<file path="config.mk">
export PLATFORM = sky130hd
export DESIGN_NAME = healthy_set_selector
export DESIGN_NICKNAME = d
export VERILOG_FILES = /design/src/sv/hss_pkg.sv /design/src/sv/hss_ctrl.sv /design/src/sv/hss_datapath.sv /design/src/sv/healthy_set_selector.sv
export SDC_FILE = /design/constraint.sdc
export NUM_CORES = 1
export LEC_CHECK = 0
export BUFFER_PORTS_ARGS = -buffer_cell sky130_fd_sc_hd__buf_2
export CORE_MARGIN = 1
export CORE_UTILIZATION = 55
export DETAILED_ROUTE_END_ITERATION = 8
export PLACE_DENSITY_LB_ADDON = 0.2
export SYNTH_ARGS = -nofsm -noshare
export SYNTH_HDL_FRONTEND = slang
export SYNTH_HIERARCHICAL = 1
export SYNTH_SLANG_ARGS = --single-unit
</file>
<file path="constraint.sdc">
create_clock -name clk -period 6.25 [get_ports clk]
set_clock_uncertainty 0.15 [all_clocks]
set_input_delay 1.25 -clock clk [delete_from_list [all_inputs] [get_ports clk]]
set_output_delay 1.25 -clock clk [all_outputs]
set_load 0.01 [all_outputs]
</file>
<file path="src/sv/hss_pkg.sv">
`default_nettype none

package hss_pkg;

  localparam int SET_W  = 6;
  localparam int CNT_W  = 5;
  localparam int CFG_W  = 7;
  localparam int TBL_CAP = 1 << SET_W;

  localparam logic CMD_REQUEST = 1'b0;
  localparam logic CMD_WRITE   = 1'b1;

  localparam logic [CFG_W-1:0] SETS_RESET = 7'd64;

  typedef enum logic [1:0] {
    ST_IDLE = 2'b01,
    ST_SCAN = 2'b10
  } hss_state_t;

  typedef struct packed {
    logic write;
    logic load;
    logic scan;
    logic finish;
  } hss_cmd_t;

  typedef struct packed {
    logic hit;
    logic last;
  } hss_status_t;

endpackage

`default_nettype wire

</file>
<file path="src/sv/hss_ctrl.sv">
`default_nettype none

module hss_ctrl
  import hss_pkg::*;
(
  input  wire logic        clk,
  input  wire logic        rst_n,
  input  wire logic        start,
  input  wire logic        in_command,
  input  wire hss_status_t status,
  output logic             busy,
  output hss_cmd_t         cmd
);

  hss_state_t state_r, state_nxt;
  logic       accept;

  assign accept = start && !busy;

  always_comb begin
    state_nxt  = state_r;
    cmd        = '0;
    busy       = 1'b1;
    unique case (state_r)
      ST_IDLE: begin
        busy = 1'b0;
        if (accept) begin
          if (in_command == CMD_WRITE) begin
            cmd.write = 1'b1;
          end else begin
            cmd.load  = 1'b1;
            state_nxt = ST_SCAN;
          end
        end
      end
      ST_SCAN: begin
        cmd.scan = 1'b1;
        if (status.hit || status.last) begin
          cmd.finish = 1'b1;
          state_nxt  = ST_IDLE;
        end
      end
      default: begin
        state_nxt = ST_IDLE;
      end
    endcase
  end

  always_ff @(posedge clk) begin
    if (!rst_n) begin
      state_r <= ST_IDLE;
    end else begin
      state_r <= state_nxt;
    end
  end

endmodule

`default_nettype wire

</file>
<file path="src/sv/hss_datapath.sv">
`default_nettype none

module hss_datapath
  import hss_pkg::*;
#(
  parameter int MAX_SETS = 64
) (
  input  wire logic             clk,
  input  wire logic             rst_n,
  input  wire hss_cmd_t         cmd,
  output hss_status_t           status,
  input  wire logic [SET_W-1:0] in_target_set,
  input  wire logic [CNT_W-1:0] in_failed_count,
  input  wire logic             cfg_we,
  input  wire logic [CFG_W-1:0] cfg_wdata,
  output logic                  out_valid,
  output logic [SET_W-1:0]      out_chosen_set,
  output logic                  out_needs_recovery
);

  // Sets at or above the set-index range can never be written and always read as healthy.
  localparam int TBL_DEPTH = (MAX_SETS < TBL_CAP) ? MAX_SETS : TBL_CAP;
  localparam int TAW       = (TBL_DEPTH > 1) ? $clog2(TBL_DEPTH) : 1;

  logic [CNT_W-1:0]     tbl_r [TBL_DEPTH];
  logic [TBL_DEPTH-1:0] vld_r;

  logic [CFG_W-1:0] sets_r;
  logic [SET_W-1:0] cur_r;
  logic [SET_W-1:0] start_r;
  logic [CFG_W-1:0] n_r;
  logic [CFG_W-1:0] rd_ptr_r, rd_ptr_nxt;
  logic [CFG_W-1:0] chk_ptr_r;
  logic [CFG_W-1:0] chk_cnt_r;
  logic             chk_vld_r;
  logic [CNT_W-1:0] rd_data_r;
  logic             rd_vld_r;
  logic             rd_inr_r;

  logic [CFG_W-1:0] n_act;
  logic [SET_W-1:0] start_set;
  logic             healthy;
  logic             wr_ok;
  logic             out_valid_r;
  logic [SET_W-1:0] out_set_r;
  logic             out_nr_r;

  always_comb begin
    if (sets_r == '0) begin
      n_act = CFG_W'(1);
    end else if (32'(sets_r) > MAX_SETS) begin
      n_act = CFG_W'(MAX_SETS);
    end else begin
      n_act = sets_r;
    end
  end

  assign start_set  = (CFG_W'(cur_r) < n_act) ? cur_r : '0;
  assign rd_ptr_nxt = (rd_ptr_r == n_r - CFG_W'(1)) ? '0 : rd_ptr_r + CFG_W'(1);
  assign healthy    = !rd_inr_r || !rd_vld_r || (rd_data_r == '0);
  assign status.hit  = chk_vld_r && healthy;
  assign status.last = chk_vld_r && (chk_cnt_r == n_r - CFG_W'(1));
  assign wr_ok      = cmd.write && (32'(in_target_set) < MAX_SETS);

  always_ff @(posedge clk) begin
    if (wr_ok) begin
      tbl_r[in_target_set[TAW-1:0]] <= in_failed_count;
    end
    rd_data_r <= tbl_r[rd_ptr_r[TAW-1:0]];
  end

  always_ff @(posedge clk) begin
    if (!rst_n) begin
      vld_r    <= '0;
      rd_vld_r <= 1'b0;
    end else begin
      if (wr_ok) begin
        vld_r[in_target_set[TAW-1:0]] <= 1'b1;
      end
      rd_vld_r <= vld_r[rd_ptr_r[TAW-1:0]];
    end
  end

  always_ff @(posedge clk) begin
    rd_inr_r  <= (32'(rd_ptr_r) < TBL_DEPTH);
    chk_ptr_r <= rd_ptr_r;
    if (cmd.load) begin
      n_r       <= n_act;
      start_r   <= start_set;
      rd_ptr_r  <= CFG_W'(start_set);
      chk_cnt_r <= '0;
    end else if (cmd.scan) begin
      rd_ptr_r <= rd_ptr_nxt;
      if (chk_vld_r) begin
        chk_cnt_r <= chk_cnt_r + CFG_W'(1);
      end
    end
    if (cmd.finish) begin
      out_set_r <= status.hit ? chk_ptr_r[SET_W-1:0] : start_r;
      out_nr_r  <= !status.hit;
    end
  end

  always_ff @(posedge clk) begin
    if (!rst_n) begin
      sets_r      <= SETS_RESET;
      cur_r       <= '0;
      chk_vld_r   <= 1'b0;
      out_valid_r <= 1'b0;
    end else begin
      if (cfg_we) begin
        sets_r <= cfg_wdata;
      end
      chk_vld_r   <= cmd.scan && !cmd.finish;
      out_valid_r <= cmd.finish;
      if (cmd.finish) begin
        cur_r <= status.hit ? chk_ptr_r[SET_W-1:0] : start_r;
      end
    end
  end

  assign out_valid          = out_valid_r;
  assign out_chosen_set     = out_set_r;
  assign out_needs_recovery = out_nr_r;

endmodule

`default_nettype wire

</file>
<file path="src/sv/healthy_set_selector.sv">
// Channel        | Ports                                         | Flow
// ---------------+-----------------------------------------------+---------------------
// request in     | start, busy, in_command, in_target_set,       | start with busy low
//                | in_failed_count                               |
// result out     | out_valid, out_chosen_set, out_needs_recovery | one-cycle strobe
// configuration  | cfg_we, cfg_wdata                             | write on cfg_we
//
// A write request is taken while idle and busy stays low.
// A placement request holds busy until the scan ends at a healthy set or after all sets in use:
// the scan reads the failure table one entry per cycle through its single read port.
// The result strobe comes in the cycle in which busy falls; the receiver cannot stall it.
// Reset is synchronous and active low; it clears the table's valid bits at once.
`default_nettype none

module healthy_set_selector
  import hss_pkg::*;
#(
  parameter int MAX_SETS = 64
) (
  input  wire logic             clk,
  input  wire logic             rst_n,
  input  wire logic             start,
  output logic                  busy,
  input  wire logic             in_command,
  input  wire logic [SET_W-1:0] in_target_set,
  input  wire logic [CNT_W-1:0] in_failed_count,
  input  wire logic             cfg_we,
  input  wire logic [CFG_W-1:0] cfg_wdata,
  output logic                  out_valid,
  output logic [SET_W-1:0]      out_chosen_set,
  output logic                  out_needs_recovery
);

  hss_cmd_t    cmd;
  hss_status_t status;

  hss_ctrl u_ctrl (
    .clk        (clk),
    .rst_n      (rst_n),
    .start      (start),
    .in_command (in_command),
    .status     (status),
    .busy       (busy),
    .cmd        (cmd)
  );

  hss_datapath #(
    .MAX_SETS (MAX_SETS)
  ) u_dp (
    .clk                (clk),
    .rst_n              (rst_n),
    .cmd                (cmd),
    .status             (status),
    .in_target_set      (in_target_set),
    .in_failed_count    (in_failed_count),
    .cfg_we             (cfg_we),
    .cfg_wdata          (cfg_wdata),
    .out_valid          (out_valid),
    .out_chosen_set     (out_chosen_set),
    .out_needs_recovery (out_needs_recovery)
  );

endmodule

`default_nettype wire

</file>
==> impl_summary.txt <==
----------------------------------------------------
[Global route]
  Antenna violations before repair ... 0
  Maximum number of pins on one net before global-route repair ... 86
  Total routing usage reported by global routing ... 24.4%
  Number of global-route vias before repair ... 9,766
  First-pass GRT wire length ... 59,700 um
  Congestion Overflow GR ... 0

[Drt]
  Number of design-rule violations left by the first detailed-router iteration ... 1,002
  DR WL met3 ... ~2500 um
  Routed length on met2 ... 18,900 um
  Sum of routed wire length over all layers ... 39,100 um
  Total iterations of the first detailed-routing run ... 7
  Drt via density ... just over 6
  Top routing layer in use ... met4
  DRC violations left ... 0
  Remaining antenna violation count after routing ... 0
  Average wire per cell in the routed design ... ~24 um
  M1 wire length ... around 17,000 um
  Vias ... 9,696

[Final layout]
  Fraction of final layout cells sized beyond drive strength 1 ... 18.3%
  Filler cells ... 2,307
  Layout Area Growth over Synthesis ... 10.9%
  Count of nets after finishing ... 1,158
  Antenna Diode Count ... 0
  Most common cell after layout, fill and taps aside ... sky130_fd_sc_hd__edfxtp_1
  Most frequent cells in the layout ... sky130_fd_sc_hd__edfxtp_1, sky130_fd_sc_hd__dfxtp_1, sky130_fd_sc_hd__nor2_1

[Yosys]
  Synthesis warning total ... 6
  Yosys reg bits ... 448
  Yosys cell types ... 62
  Library cell with the largest summed area after synthesis ... sky130_fd_sc_hd__edfxtp_1
  Total standard cell area after synthesis ... around 0.018 mm2
  Area contributors post-synth ... sky130_fd_sc_hd__edfxtp_1, sky130_fd_sc_hd__dfxtp_1, sky130_fd_sc_hd__mux4_2
  Avg Synthesized Cell Area ... ~16 um2
  Most used DFF post-synth ... sky130_fd_sc_hd__edfxtp_1
  Number of flops mapped to enable cells by yosys ... between 300 and 400
  Sequential-to-total area share from yosys stat ... 69.5%
  Post-synth top area share ... roughly 58%
  Share of async-settable or async-resettable flops after synthesis ... 0%
  Net count of the mapped netlist ... 1,124
  Count of mapped cells out of synthesis ... 1,093

[Pwr]
  Share of total power in the clock network ... 42.3%
  Sequential share of power ... 52.5%
  Design internal power ... a little under 0.005 W
  Combinational fraction of design power ... under 10%
  Static leakage ... between 6 and 7 nW
  Switching Share ... a little over a fifth
  Switching power ... roughly 0.0013 W
  Worst ir drop on vdd ... 0.256 mV
  Areal power density over the cells ... 311 mW/mm2

[CTS]
  Number of clock sinks seen by CTS ... 448
  Buffer count from post-CTS setup fixing ... 0
  Max Buffers Root-to-Sink ... 3
  Root buffer cell ... sky130_fd_sc_hd__clkbuf_16
  Number of buffers inserted for hold repair after clock tree synthesis ... 0
  Clock tree from TritonCTS ... done
  Inserted Clock Buffers ... 46
  CTS-repair resized insts ... 0
  Clock insertion delay at the later pin of the skew report ... 0.55 ns
  H-tree level count ... 2
  CTS clock-pin slew for the worst setup and hold paths ... 0.06 ns

[Timing]
  FMAX ... 0.299 GHz
  Final number of hold-violating endpoints ... 0
  Aggregate negative setup slack ... 0 ns
  Pin slew with the least headroom to its limit ... between 0.9 and 1 ns
  Period minus WS final ... 3.34 ns
  Setup repair after global routing missed its margin ... no
  Final clock period utilization by the worst path ... 53.5%
  Slew headroom ... 34.8%
  Final setup violation count ... 0
  Total count of max-transition violations in the final report ... 0
  Final WS setup ... 2.91 ns

[Worst hold path]
  Worst hold path class ... flop to flop
  Worst Hold Depth ... 1

[Floorplan]
  IO Pins ... 32
  Width of the die ... 182 um
  CORE AREA ... ~0.032 mm2
  Die Footprint ... 0.0333 mm2
  Starting density of the core ... 56.3%
  Vertical extent of the die ... 182 um
  Number of rows created at floorplan ... 65

[Run]
  Max capacitance violation total ... 0

[Setup path]
  Required time of the critical path ... 6.52 ns
  Critical path startpoint category ... flop
  CP endpoint kind ... flop
  Worst Path Arrival ... 3.61 ns
  Type of the worst setup path ... flop to flop
  FF-to-FF path depth ... 10
  Maximum fanout count along the critical path ... 15

[Placed design]
  Routability congestion estimate ... 0.823
  Worst slack, placed ... 2.75 ns
  HPWL Detailed ... 23,900 um
  Count of input and output buffers ... 31

[Status]
  Result of the run ... complete, no violations

----------------------------------------------------
[Yosys cell counts (all sizes together), types with 14 or more instances]
cell type / count
mux2i: 57
nor2b: 24
buf: 28
o21a: 67
o21ai: 19
nand3: 15
mux4: 82
nor2: 93
edfxtp: 346
clkbuf: 31
dfxtp: 102
nand2: 45
o22ai: 14
a21oi: 17
[sequential cells by signal, summed over array words and instances (netlist names), 2 cells and up]
| register | flops |
|---|---|
| u_ctrl/state_r | 2 |
| u_dp/chk_cnt_r | 7 |
| u_dp/chk_ptr_r | 6 |
| u_dp/cur_r | 6 |
| u_dp/n_r | 7 |
| u_dp/out_chosen_set | 6 |
| u_dp/rd_data_r | 5 |
| u_dp/rd_ptr_r | 7 |
| u_dp/sets_r | 7 |
| u_dp/start_r | 6 |
| u_dp/tbl_r | 320 |
| u_dp/vld_r | 64 |
[through the flow]
step / hold slack, ns / util (%) / instances / cell area, um2 / total power, W
floorplan: 0.193 / - / 1093 / 17900 / 0.00351
global placement: 0.277 / 57.8 / 1514 / 18400 / 0.00363
detailed placement: 0.271 / 57.8 / 1514 / 18400 / 0.00363
CTS: 0.300 / 62.4 / 1599 / 19900 / 0.00622
global route: 0.322 / 62.4 / 1599 / 19900 / 0.00636
finish: 0.307 / 62.4 / 1599 / 19900 / 0.00618
[cell families after synthesis]
logic type | Yosys count | share of synthesized area, %
multiplexers | 149 | 14.1
XOR/XNOR | 25 | 1.22
flip-flops | 448 | 69.5
adder cells (fa/ha/maj) | 8 | 0.559
AO/OA/AOI/OAI | 161 | 6.34
AND/OR/NAND/NOR | 230 | 6.22
buffers and inverters | 72 | 2.06
[power by group through the flow]
stage	Clock (W)	Sequential, W	Combinational (W)
final	0.00261	0.00324	0.000322
after global routing	0.00277	0.00324	0.000346
after CTS	0.00265	0.00324	0.000326
after detailed placement	0	0.00330	0.000325
after global placement	0	0.00330	0.000321
after floorplan	0	0.00330	0.000211
[path summary, 6_finish.rpt]
path	startpoint	end	slack (ns)
max	u_dp/n_r[0]$_DFFE_PP_	u_dp/cur_r[2]$_SDFFE_PN0P_	2.91
min	u_dp/vld_r[36]$_SDFFE_PN0P_	u_dp/vld_r[36]$_SDFFE_PN0P_	0.31
max reg2reg	u_dp/n_r[0]$_DFFE_PP_	u_dp/cur_r[2]$_SDFFE_PN0P_	2.91
min reg2reg	u_dp/vld_r[36]$_SDFFE_PN0P_	u_dp/vld_r[36]$_SDFFE_PN0P_	0.31
[critical path, stage by stage, from the launching register on]
cell and delay [ns]:
sky130_fd_sc_hd__edfxtp_1 0.45, sky130_fd_sc_hd__inv_1 0.09, sky130_fd_sc_hd__ha_1 0.22, sky130_fd_sc_hd__nor2b_1 0.25
sky130_fd_sc_hd__and3b_1 0.25, sky130_fd_sc_hd__xor2_1 0.22, sky130_fd_sc_hd__xor2_1 0.10, sky130_fd_sc_hd__nor4_1 0.44
sky130_fd_sc_hd__o21a_1 0.71, sky130_fd_sc_hd__mux2i_1 0.28, sky130_fd_sc_hd__nor2b_1 0.06
[routing by layer]
layer	vias up	GRT usage [%]
met4	0	7.83
met1	4967	34.7
li1	4301	-
met2	357	39.2
met3	71	3.65
met5	-	0
[area by class of cell]
cell class / instances / area [um2] / share of cell area, %
flip-flops and latches: 448 / 12400 / 62.6
multi-input cells: 573 / 5100 / 25.7
clock buffers: 62 / 1270 / 6.42
well taps: 435 / 544 / 2.74
repair buffers: 45 / 273 / 1.37
clock inverters: 23 / 183 / 0.920
inverters: 13 / 48.8 / 0.246
Power figures use the tool's default switching activity.
